### src/hw/rtl/mlbc_pkg.sv
package mlbc_pkg;

  typedef enum logic [1:0] {
    ACT_TICK  = 2'd0,
    ACT_START = 2'd1,
    ACT_STOP  = 2'd2,
    ACT_QUERY = 2'd3
  } act_t;

  // Register numbers; each register sits at byte address 8 * number.
  localparam logic [1:0] REG_ENABLE = 2'd0;
  localparam logic [1:0] REG_COUNT  = 2'd1;
  localparam logic [1:0] REG_MAP    = 2'd2;

  localparam logic [63:0] MAP_RESET = 64'hFFFF_FFFF_FFFF_FFFF;
  localparam int          PIN_W     = 8;
  localparam int          MAX_CHAN  = 8;

  typedef struct packed {
    act_t        action;
    logic [7:0]  pin;
    logic [31:0] blink_total;
    logic [15:0] on_ms;
    logic [15:0] off_ms;
  } in_req_t;

  typedef struct packed {
    logic [7:0]  led_drive;
    logic [7:0]  done_mask;
    logic        pin_found;
    logic [31:0] count_left;
  } out_res_t;

  // Per-channel record held in the channel memory.
  typedef struct packed {
    logic        phase;
    logic        last_phase;
    logic [15:0] on_ms;
    logic [15:0] off_ms;
    logic [31:0] remaining;
    logic [31:0] stamp;
  } chan_rec_t;

endpackage

### src/hw/rtl/multi_led_blink_controller_core.sv
// Multi-channel LED blinker. A request is accepted on a clock edge where start is high
// and busy is low, and its single result appears on out_res for exactly one cycle with
// out_valid high, in the first cycle in which busy is low again (for a tick with
// blinking disabled, which never raises busy, the cycle right after the request is
// taken); the receiver cannot stall it, so results must be taken when shown. A tick
// with blinking enabled keeps busy high while the channels in use (led_count, clamped
// to NUM_CHANNELS) are read from the channel memory and written back one channel per
// cycle; start and stop requests are busy for their lookup state, a query also for an
// extra memory read, and a tick with blinking disabled is answered without raising busy.
// The next request may be issued in the cycle in which the previous result is shown.
// The user writes configuration over the APB port only while idle; no check enforces it.
module multi_led_blink_controller_core
  import mlbc_pkg::*;
#(
  parameter int NUM_CHANNELS = 8
) (
  input  logic        clk,
  input  logic        rst_n,
  // request channel
  input  logic        start,
  output logic        busy,
  input  in_req_t     in_req,
  // result channel
  output logic        out_valid,
  output out_res_t    out_res,
  // configuration port
  input  logic        psel,
  input  logic        penable,
  input  logic        pwrite,
  input  logic [4:0]  paddr,
  input  logic [63:0] pwdata,
  output logic [63:0] prdata,
  output logic        pready
);

  localparam int IDX_W = (NUM_CHANNELS > 1) ? $clog2(NUM_CHANNELS) : 1;
  localparam int CNT_W = $clog2(NUM_CHANNELS + 1);

  typedef enum logic [3:0] {
    ST_IDLE = 4'b0001,
    ST_LOOK = 4'b0010,
    ST_QRY  = 4'b0100,
    ST_SCAN = 4'b1000
  } state_t;

  // Control state.
  state_t                  state_r, state_nxt;
  logic [31:0]             time_r, time_nxt;
  logic                    en_r;
  logic [3:0]              cnt_r;
  logic [63:0]             map_r;
  logic [NUM_CHANNELS-1:0] active_r, active_nxt;
  logic [NUM_CHANNELS-1:0] led_r, led_nxt;
  logic [NUM_CHANNELS-1:0] vld_r, vld_nxt;
  logic [NUM_CHANNELS-1:0] done_r, done_nxt;
  logic [CNT_W-1:0]        rd_idx_r, rd_idx_nxt;
  logic                    rvld_r, rvld_nxt;
  logic                    out_valid_r, out_valid_nxt;

  // Payload registers.
  in_req_t                 req_r, req_nxt;
  logic [IDX_W-1:0]        ridx_r, ridx_nxt;
  out_res_t                out_res_r, out_res_nxt;

  // Channel memory with a registered read port.
  chan_rec_t               chan_mem [NUM_CHANNELS];
  chan_rec_t               mem_rdata_r;
  logic                    mem_rok_r;
  logic                    mem_re, mem_we;
  logic [IDX_W-1:0]        mem_raddr, mem_waddr;
  chan_rec_t               mem_wdata;

  logic [3:0]              n_used;
  logic                    hit;
  logic [IDX_W-1:0]        hit_idx;
  logic                    rd_go;
  logic                    cfg_wr;

  assign busy      = (state_r != ST_IDLE);
  assign out_valid = out_valid_r;
  assign out_res   = out_res_r;
  assign pready    = 1'b1;
  assign cfg_wr    = psel && penable && pwrite;

  // Channels in use, clamped to the number that exists.
  assign n_used = (cnt_r > 4'(NUM_CHANNELS)) ? 4'(NUM_CHANNELS) : cnt_r;
  assign rd_go  = (rd_idx_r < CNT_W'(n_used));

  // Pin lookup: the lowest channel in use whose table byte equals the pin wins,
  // so the search runs from the top down and lower matches overwrite higher ones.
  always_comb begin
    hit     = 1'b0;
    hit_idx = '0;
    for (int i = NUM_CHANNELS - 1; i >= 0; i--) begin
      if ((4'(i) < n_used) && (map_r[PIN_W*i +: PIN_W] == req_r.pin)) begin
        hit     = 1'b1;
        hit_idx = IDX_W'(i);
      end
    end
  end

  always_comb begin
    unique case (paddr[4:3])
      REG_ENABLE: prdata = {63'd0, en_r};
      REG_COUNT:  prdata = {60'd0, cnt_r};
      REG_MAP:    prdata = map_r;
      default:    prdata = 64'd0;
    endcase
  end

  // Sequencer. Commands look the pin up and write, or read, one memory entry. A tick
  // with blinking enabled streams the channels in use through the memory: channel k is
  // read while channel k-1, whose data has just arrived, is updated and written back.
  // The read and write addresses in one cycle therefore always differ.
  always_comb begin
    chan_rec_t   rec;
    logic [31:0] elapsed;
    logic        fin;
    logic        found;
    logic [31:0] left;

    state_nxt     = state_r;
    time_nxt      = time_r;
    active_nxt    = active_r;
    led_nxt       = led_r;
    vld_nxt       = vld_r;
    done_nxt      = done_r;
    rd_idx_nxt    = rd_idx_r;
    rvld_nxt      = 1'b0;
    ridx_nxt      = ridx_r;
    req_nxt       = req_r;
    out_valid_nxt = 1'b0;
    out_res_nxt   = out_res_r;
    mem_re        = 1'b0;
    mem_raddr     = rd_idx_r[IDX_W-1:0];
    mem_we        = 1'b0;
    mem_waddr     = ridx_r;
    mem_wdata     = mem_rdata_r;
    rec           = mem_rdata_r;
    elapsed       = 32'd0;
    fin           = 1'b0;
    found         = 1'b0;
    left          = 32'd0;

    unique case (state_r)
      ST_IDLE: begin
        if (start) begin
          req_nxt  = in_req;
          done_nxt = '0;
          if (in_req.action == ACT_TICK) begin
            time_nxt = time_r + 32'd1;
            if (en_r) begin
              state_nxt  = ST_SCAN;
              rd_idx_nxt = '0;
            end else begin
              fin = 1'b1;
            end
          end else begin
            state_nxt = ST_LOOK;
          end
        end
      end

      ST_LOOK: begin
        if (!hit) begin
          fin = 1'b1;
        end else begin
          unique case (req_r.action)
            ACT_START: begin
              mem_we               = 1'b1;
              mem_waddr            = hit_idx;
              mem_wdata.phase      = 1'b1;
              mem_wdata.last_phase = 1'b0;
              mem_wdata.on_ms      = req_r.on_ms;
              mem_wdata.off_ms     = req_r.off_ms;
              mem_wdata.remaining  = req_r.blink_total;
              mem_wdata.stamp      = time_r;
              active_nxt[hit_idx]  = 1'b1;
              vld_nxt[hit_idx]     = 1'b1;
              fin                  = 1'b1;
              found                = 1'b1;
            end
            ACT_STOP: begin
              mem_we              = 1'b1;
              mem_waddr           = hit_idx;
              mem_wdata           = '0;
              active_nxt[hit_idx] = 1'b0;
              led_nxt[hit_idx]    = 1'b0;
              vld_nxt[hit_idx]    = 1'b1;
              fin                 = 1'b1;
              found               = 1'b1;
            end
            ACT_QUERY: begin
              mem_re    = 1'b1;
              mem_raddr = hit_idx;
              ridx_nxt  = hit_idx;
              state_nxt = ST_QRY;
            end
            default: begin
              fin = 1'b1;
            end
          endcase
        end
      end

      ST_QRY: begin
        // An entry never written is reported with a count of zero, as its valid flag is clear.
        fin   = 1'b1;
        found = 1'b1;
        left  = mem_rok_r ? mem_rdata_r.remaining : 32'd0;
      end

      ST_SCAN: begin
        if (rd_go) begin
          mem_re     = 1'b1;
          mem_raddr  = rd_idx_r[IDX_W-1:0];
          rd_idx_nxt = rd_idx_r + CNT_W'(1);
          rvld_nxt   = 1'b1;
          ridx_nxt   = rd_idx_r[IDX_W-1:0];
        end
        if (rvld_r && active_r[ridx_r]) begin
          if (rec.stamp != 32'd0) begin
            if (rec.phase != rec.last_phase) begin
              rec.last_phase  = rec.phase;
              led_nxt[ridx_r] = rec.phase;
            end
            elapsed = time_r - rec.stamp;
            if (rec.phase) begin
              if (elapsed >= {16'd0, rec.on_ms}) begin
                rec.stamp = time_r;
                rec.phase = 1'b0;
              end
            end else if (elapsed >= {16'd0, rec.off_ms}) begin
              rec.stamp     = time_r;
              rec.phase     = 1'b1;
              rec.remaining = rec.remaining - 32'd1;
            end
          end else begin
            // A zero stamp, from a start taken before the first tick, only takes the current time.
            rec.stamp = time_r;
          end
          if (rec.remaining == 32'd0) begin
            active_nxt[ridx_r] = 1'b0;
            done_nxt[ridx_r]   = 1'b1;
          end
          mem_we    = 1'b1;
          mem_waddr = ridx_r;
          mem_wdata = rec;
        end
        if (!rd_go) begin
          fin = 1'b1;
        end
      end

      default: begin
        state_nxt = ST_IDLE;
      end
    endcase

    if (fin) begin
      state_nxt             = ST_IDLE;
      out_valid_nxt         = 1'b1;
      out_res_nxt.led_drive = '0;
      out_res_nxt.done_mask = '0;
      for (int i = 0; i < NUM_CHANNELS; i++) begin
        out_res_nxt.led_drive[i] = led_nxt[i];
        out_res_nxt.done_mask[i] = done_nxt[i];
      end
      out_res_nxt.pin_found  = found;
      out_res_nxt.count_left = left;
    end
  end

  always_ff @(posedge clk) begin
    if (!rst_n) begin
      state_r     <= ST_IDLE;
      time_r      <= 32'd0;
      en_r        <= 1'b0;
      cnt_r       <= 4'd0;
      map_r       <= MAP_RESET;
      active_r    <= '0;
      led_r       <= '0;
      vld_r       <= '0;
      done_r      <= '0;
      rd_idx_r    <= '0;
      rvld_r      <= 1'b0;
      out_valid_r <= 1'b0;
    end else begin
      state_r     <= state_nxt;
      time_r      <= time_nxt;
      active_r    <= active_nxt;
      led_r       <= led_nxt;
      vld_r       <= vld_nxt;
      done_r      <= done_nxt;
      rd_idx_r    <= rd_idx_nxt;
      rvld_r      <= rvld_nxt;
      out_valid_r <= out_valid_nxt;
      if (cfg_wr) begin
        unique case (paddr[4:3])
          REG_ENABLE: en_r  <= pwdata[0];
          REG_COUNT:  cnt_r <= pwdata[3:0];
          REG_MAP:    map_r <= pwdata;
          default:    ;
        endcase
      end
    end
  end

  always_ff @(posedge clk) begin
    req_r     <= req_nxt;
    ridx_r    <= ridx_nxt;
    out_res_r <= out_res_nxt;
  end

  // Channel memory: one write and one registered read per cycle.
  always_ff @(posedge clk) begin
    if (mem_we) begin
      chan_mem[mem_waddr] <= mem_wdata;
    end
    if (mem_re) begin
      mem_rdata_r <= chan_mem[mem_raddr];
      mem_rok_r   <= vld_r[mem_raddr];
    end
  end

  // A start, stop or query is never answered in the cycle right after it is taken.
  a_cmd_not_immediate: assert property (@(posedge clk) disable iff (!rst_n)
    (start && !busy && (in_req.action != ACT_TICK)) |=> !out_valid)
    else $error("command answered without a lookup cycle");

  // Done flags come only from ticks, and a tick never reports a found pin.
  a_found_no_done: assert property (@(posedge clk) disable iff (!rst_n)
    (out_valid && out_res.pin_found) |-> (out_res.done_mask == 8'd0))
    else $error("done flags reported with a command result");

  // During a scan the entry being read is never the one being written back.
  a_scan_no_overlap: assert property (@(posedge clk) disable iff (!rst_n)
    (mem_re && mem_we) |-> (mem_raddr != mem_waddr))
    else $error("channel memory read and write hit the same entry");

  // A result strobe follows either a busy period or a request taken while idle.
  a_result_cause: assert property (@(posedge clk) disable iff (!rst_n)
    out_valid |-> ($past(busy) || $past(start)))
    else $error("result strobe without a request");

endmodule
### config.mk
export PLATFORM = sky130hd
export DESIGN_NAME = multi_led_blink_controller_core
export DESIGN_NICKNAME = d
export VERILOG_FILES = /design/src/hw/rtl/mlbc_pkg.sv /design/src/hw/rtl/multi_led_blink_controller_core.sv
export SDC_FILE = /design/constraint.sdc
export NUM_CORES = 2
export LEC_CHECK = 0
export BUFFER_PORTS_ARGS = -buffer_cell sky130_fd_sc_hd__buf_2
export CORE_ASPECT_RATIO = 2
export CORE_MARGIN = 1.5
export CORE_UTILIZATION = 55
export DETAILED_ROUTE_END_ITERATION = 8
export GPL_TIMING_DRIVEN = 0
export PLACE_DENSITY_LB_ADDON = 0.15
export REMOVE_ABC_BUFFERS = 1
export SLEW_MARGIN = 0
export SYNTH_ARGS = -nofsm -noshare
export SYNTH_HDL_FRONTEND = slang
export SYNTH_SLANG_ARGS = --single-unit
### constraint.sdc
create_clock -name clk -period 11.08 [get_ports clk]
set_clock_uncertainty 0.05 [all_clocks]
set_input_delay 1.108 -clock clk [delete_from_list [all_inputs] [get_ports clk]]
set_output_delay 1.108 -clock clk [all_outputs]
set_load 0.03 [all_outputs]
## Word-level counts from Yosys, hierarchy flattened

Memory sizes are Yosys's and may differ from the RTL's. A register that Yosys moved wholly into a read port is not among the register bits.
Cells that the tools add are included.

| operators by class | value |
|---|---|
| $add $sub $neg | 4 |
| $lt $le $gt $ge | 17 |
| equality and inequality tests | 29 |
| multiplexer cells | 99 |
| bitwise logic cells | 10 |
| reduce and logical (&&, ||, !) cells | 34 |

Operators by type and width:

| kind | count |
|---|---|
| one-hot mux 98 bit (2 select lines) | 2 |
| two-way mux 32 bit | 7 |
| two-way mux 98 bit | 2 |
| one-hot mux 64 bit (3 select lines) | 1 |
| two-way mux 8 bit | 11 |
| equality test 8 bit | 8 |
| >= comparator 32 x 16 -> 1 bit | 2 |
| two-way mux 64 bit | 1 |
| one-hot mux 8 bit (2 select lines) | 4 |
| two-way mux 3 bit | 17 |
| two-way mux 4 bit | 10 |
| adder 32 x 1 -> 32 bit, second input constant | 1 |
| logical NOT 32 bit | 1 |
| nonzero test 32 bit | 1 |
| subtractor 32 x 1 -> 32 bit, second input constant | 1 |
| subtractor 32 bit | 1 |
| two-way mux 1 bit | 31 |
| bitwise AND 8 bit | 3 |
| bitwise OR 8 bit | 3 |
| < comparator 3 x 4 -> 1 bit, first input constant | 4 |
| inverter 8 bit | 2 |
| AND reduction 5 bit | 3 |
| inequality test 2 bit, second input constant | 7 |
| logical AND 1 bit | 13 |
| other kinds (33) | 57 |

| word-level totals | value |
|---|---|
| register bits | 270 |
| RAM bits | 784 |
| input bits | 149 |
| output and inout port bits | 116 |
| logic and storage cells | 217 |
| memories kept | 1 |

Memory list:

| memory | depth | width | rd ports | clocked after Yosys merged registers in | write ports | line | source |
|---|---|---|---|---|---|---|---|
| chan_mem | 8 | 98 | 1 | 1 | 1 | multi_led_blink_controller_core.sv:66 | `chan_rec_t chan_mem [NUM_CHANNELS];` |

## Longest topological paths before layout

| depth | value |
|---|---|
| depth after elaboration | 21 |
| mapped depth | 25 |
| depth with buffers taken out | 22 |

## Least setup slack after synthesis

Ideal clock, no wire load.

| timing path | value |
|---|---|
| path kind | register -> register |
| start point | reg req_r[65] in the netlist's numbering |
| end point | mem chan_mem[0][0] in the netlist's numbering, enable pin |
| library setup time | 0.556 ns |
| arrival | 6.878 ns |
| data required time | 10.474 ns |
| path slack | 3.596 ns |
| stages on the path, launching flop included | 13 |
| path buffers | 3 |
| period minus slack after synthesis | 7.484 ns |
| path through | edfxtp_1 -> clkbuf_1 -> xnor2_1 -> o2111ai_1 -> or4_1 -> nand2_1 -> nor2_1 -> a21oi_1 -> nand2_1 -> clkbuf_1 -> buf_1 -> a21o_1 -> nor2_1 |

| on the way | value |
|---|---|
| longest elaborated chain between the ends | 14 |
| elaborated cells on any way between the ends | 39 |
| classes of those cells | 8 x eq/ne; 23 x mux; 8 x reduce/logical |

Ends and longest elaborated chain:

| what | line | source |
|---|---|---|
| start: declaration | multi_led_blink_controller_core.sv:61 | `in_req_t req_r, req_nxt;` |
| start signal: assignment | multi_led_blink_controller_core.sv:310 | `req_r <= req_nxt;` |
| equality test 8 bit | multi_led_blink_controller_core.sv:95 | `if ((4'(i) < n_used) && (map_r[PIN_W*i +: PIN_W] == req_r.pin)) begin` |
| logical AND 1 bit | multi_led_blink_controller_core.sv:95 |  |
| two-way mux 1 bit (8 in a row) | multi_led_blink_controller_core.sv:95 |  |
| two-way mux 1 bit | multi_led_blink_controller_core.sv:165 | `if (!hit) begin` |
| one-hot mux 1 bit (2 select lines) | multi_led_blink_controller_core.sv:145 | `unique case (state_r)` |
| two-way mux 1 bit | multi_led_blink_controller_core.sv:317 | `if (mem_we) begin` |
| two-way mux 1 bit (not written as such) | multi_led_blink_controller_core.sv:318 | `chan_mem[mem_waddr] <= mem_wdata;` |
| end: declaration | multi_led_blink_controller_core.sv:66 |  |

Several ways; a longest one is shown, not always the timed one.

## Worst setup path after layout

| timing path | value |
|---|---|
| start point | reg time_r[0] |
| end point | reg done_r[1] |

| on the way | value |
|---|---|
| longest elaborated chain between the ends | 11 |

Ends and longest elaborated chain:

| what | line | source |
|---|---|---|
| start: declaration | multi_led_blink_controller_core.sv:48 | `logic [31:0] time_r, time_nxt;` |
| start signal: assignment | multi_led_blink_controller_core.sv:290 | `time_r <= time_nxt;` |
| subtractor 32 bit | multi_led_blink_controller_core.sv:227 | `elapsed = time_r - rec.stamp;` |
| >= comparator 32 x 16 -> 1 bit | multi_led_blink_controller_core.sv:233 | `end else if (elapsed >= {16'd0, rec.off_ms}) begin` |
| two-way mux 64 bit | multi_led_blink_controller_core.sv:233 |  |
| two-way mux 32 bit | multi_led_blink_controller_core.sv:228 | `if (rec.phase) begin` |
| two-way mux 32 bit | multi_led_blink_controller_core.sv:222 | `if (rec.stamp != 32'd0) begin` |
| two-way mux 32 bit | multi_led_blink_controller_core.sv:221 | `if (rvld_r && active_r[ridx_r]) begin` |
| two-way mux 32 bit | multi_led_blink_controller_core.sv:145 |  |
| logical NOT 32 bit | multi_led_blink_controller_core.sv:242 | `if (rec.remaining == 32'd0) begin` |
| two-way mux 8 bit | multi_led_blink_controller_core.sv:242 |  |
| two-way mux 8 bit | multi_led_blink_controller_core.sv:221 |  |
| one-hot mux 8 bit (2 select lines) | multi_led_blink_controller_core.sv:145 |  |
| named net done_nxt[1] | multi_led_blink_controller_core.sv:55 | `logic [NUM_CHANNELS-1:0] done_r, done_nxt;` |
| end signal: assignment | multi_led_blink_controller_core.sv:294 | `done_r <= done_nxt;` |
| end: declaration | multi_led_blink_controller_core.sv:55 |  |

The timed path passes the listed nets, and every way through them passes these cells. The select of a mux whose other input is x is not followed.
A chain may end at the register's enable or synchronous reset.

==> metrics <==
Worst R2R End done_r[1]; initial antenna violation count 2; Crit path required time 11.69 ns; Worst path depth 22; CP max stage cell nor3b_4; Max Slew Vio Count 0; final setup fails 0; vias per cell 5.99; Post-Syn Area 50,100 sq um; highest clock rate 0.141 GHz; post-CTS resize count 0; WS Path Type register to register; Starting Density 55.4%; post-DR wirelength/cell 22.2 um; clk sinks 1,152; # Max-Cap Violations 0; P&R area growth vs syn 14.5%; crit-path max FO 21; Unique masters post-synth 80; Clk pin slew, worst setup/hold paths approximately 0.07 ns; H-Tree Depth 3; worst hold endpoint vld_r[4]; Non-Filler Instances 5,978; 1st-iter DRT viols 2,713; met1 Use GR 34.3%; largest family of logic cells by synthesized area simple AND/OR/NAND/NOR gates; Setup Buffers After CTS 0; CTS root buf clkbuf_16; mux cell area share after synthesis less than 1%; r2r startpoint time_r[0]; Synth Area in Simple Gates between 20% and 30%; CTS buffer count between 90 and 100; most common cell after layout, fill and taps aside nand2_1; DRC violations left 0; outcome completed; die area 93,000 sq um; Worst Path Buf+Inv 1; Mean Syn Cell Area 11.1 sq um; first-pass GRT wire length roughly 200,000 um; worst setup margin roughly 4.0 ns; hold-fix buffer count after cts 0; DP Area 54,100 sq um; R2R cell count 22; R2R setup slack 3.96 ns; Post-synth ARST share 0%; power consumption 8.44 mW; maximum VDD drop 0.000181 V; register area share after synthesis 66.2%; Worst slew margin 8.68%; Startpoint Class register; Place WS 4.13 ns; RSZ-0062 raised after global routing false; nets 4,931; Worst EP arrival between 7 and 8 ns; fill cell count 6,962; cell count after synthesis about 4.5k; CTS tree yes; register area around 33,000 sq um; number of global-route vias before repair between 30k and 40k; part of the cycle the worst path needs 64.2%; Hold Path Origin vld_r[4]; chip width about 220 um; most frequent cells in the layout nand2_1, edfxtp_1, nand3_1; Post-synth EDFFs ~1k; Setup crit end kind register; Synth Area in XOR/XNOR 2.19%; final instance area 57,300 sq um; area of the multi-input gates 15,800 sq um; grt ovf 0; routed wire length 132,000 um; Synth Area in Compound Gates 6.36%; row cnt 156; die height 430 um; Placeable Area about 90,000 sq um; DR pass1 iterations 6; utilization after layout 63.4%; share of layout cells above drive strength 1 11.7%; vias roughly 36k; setup_tns 0 ns; num ports 265; DRT antenna net count 0; Worst-Skew Late Latency between 0.7 and 0.8 ns; GR Util All Layers between 20 and 30%; Port Buffers 260; ys flop type edfxtp_1; gr busiest metal met2; PD cells about 150 nW/um^2; Worst Tran Pin Value 1.35 ns; largest net degree at the start of global routing 85; placed cell count 5,795; GR Layer Usage met2 50.3%; critical path cell sequence inv_1, ha_1, fa_1, nand2b_1, a21oi_1, nand2b_1, a31oi_1, xnor2_1, ha_1, a21o_1, a211oi_1, o2111ai_1, o21ai_0, a21boi_0, nor3b_4, a21oi_2, a211o_1, a2111o_1, nor4_4, nand3_2, o21ai_1, and2_1; worst hold margin roughly 0.4 ns; Post-Synth Adder-Cell Area 1.84%; FF+latch count, synth 1,152; hold depth 2; YS warnings 0; met3 usage approximately 3.5%; CP top delay family compound AO/OA/AOI/OAI gates; min cycle time layout 7.12 ns; DP Wirelength 87,400 um; Hold Path Class register to register; RePlAce Congestion 0.932; CP max stage delay 0.57 ns; Leak 21.5 nW; Hold Fails Final Rpt 0; Clock Tree Buf Depth 3
cells in the mapped netlist (7+ instances only):
| cell type | count | share of area [%] |
|---|---|---|
| a22oi_1 | 11 | 0.16 |
| or2_2 | 8 | 0.10 |
| inv_1 | 94 | 0.70 |
| o2111ai_1 | 7 | 0.12 |
| a22o_1 | 36 | 0.63 |
| xor2_1 | 60 | 1.0 |
| o311ai_0 | 10 | 0.17 |
| nand3b_1 | 7 | 0.10 |
| and3_1 | 19 | 0.24 |
| a31oi_1 | 9 | 0.11 |
| o21ai_1 | 12 | 0.12 |
| o31ai_1 | 10 | 0.15 |
| xnor2_1 | 65 | 1.1 |
| ha_1 | 72 | 1.8 |
| a21o_1 | 25 | 0.37 |
| edfxtp_1 | 1009 | 61 |
| nor4_1 | 24 | 0.30 |
| nand4_1 | 39 | 0.49 |
| nand2b_1 | 18 | 0.22 |
| nor2_1 | 128 | 0.96 |
| o211ai_1 | 25 | 0.37 |
| mux2i_1 | 11 | 0.22 |
| and2_1 | 113 | 1.4 |
| buf_1 | 23 | 0.17 |
| nor3_1 | 39 | 0.39 |
| o21ai_0 | 201 | 2.0 |
| nand2_1 | 1232 | 9.2 |
| or3_1 | 22 | 0.27 |
| dfxtp_1 | 143 | 5.7 |
| a21oi_1 | 103 | 1.0 |
| clkbuf_1 | 223 | 1.7 |
| buf_2 | 10 | 0.10 |
| or4_1 | 7 | 0.10 |
| nand3_1 | 598 | 6.0 |
routing by layer:
metal	up-vias	share of wire, %
met1	17500	38
met5	-	0.0091
met2	1491	52
met3	340	6.2
met4	2	4.7
li1	16400	-
report_power, final:
part           total [mW]  internal (mW)  switching [mW]
registers            4.73           4.70          0.0314
clock network        3.50           1.93            1.57
logic               0.205         0.0704           0.135
total                8.44           6.70            1.74
logic make-up after synthesis:
kind of cell	Yosys count
compound gates	513
xor+xnor	125
fa+ha+maj	73
buf+inv	353
flops	1152
mux	15
other cells	1
simple gates	2282
sequential cells by signal, summed over array words and instances (netlist names), named ones only:
| name | flops |
|---|---|
| done_r | 8 |
| req_r | 74 |
| mem_rok_r | 1 |
| rvld_r | 1 |
| led_r | 8 |
| mem_rdata_r | 98 |
| out_res | 49 |
| state_r | 4 |
| rd_idx_r | 4 |
| vld_r | 8 |
| ridx_r | 3 |
| en_r | 1 |
| chan_mem | 784 |
| out_valid | 1 |
| time_r | 32 |
| cnt_r | 4 |
| map_r | 64 |
tightest hold or removal path: cells and delay by family, from the launching register on:
kind	cells	cell delay, ns
AO/OA/AOI/OAI	1	0.05
buffers and inverters	1	0.05
flip-flops	1	0.31
worst max path at each step:
| stage | startpoint | end | slack (ns) |
|---|---|---|---|
| after floorplan | req_r[70] | mem_rok_r | -12.75 |
| after global placement | req_r[71] | mem_rok_r | -30.31 |
| after detailed placement | time_r[0] | done_r[1] | 4.13 |
| after CTS | time_r[0] | out_res[34] | 4.06 |
| after global routing | time_r[0] | register | 3.54 |
| final | time_r[0] | done_r[1] | 3.96 |
cell type report:
type                    count  area share (%)
flip-flops and latches   1152            57.9
clock inverters            64            1.12
well taps                1185            2.59
multi-input cells        3009            27.5
inverters                  95           0.627
clock buffers             118            4.51
diodes                      1         0.00437
repair buffers            354            5.78
(Power assumes the default switching activity.)
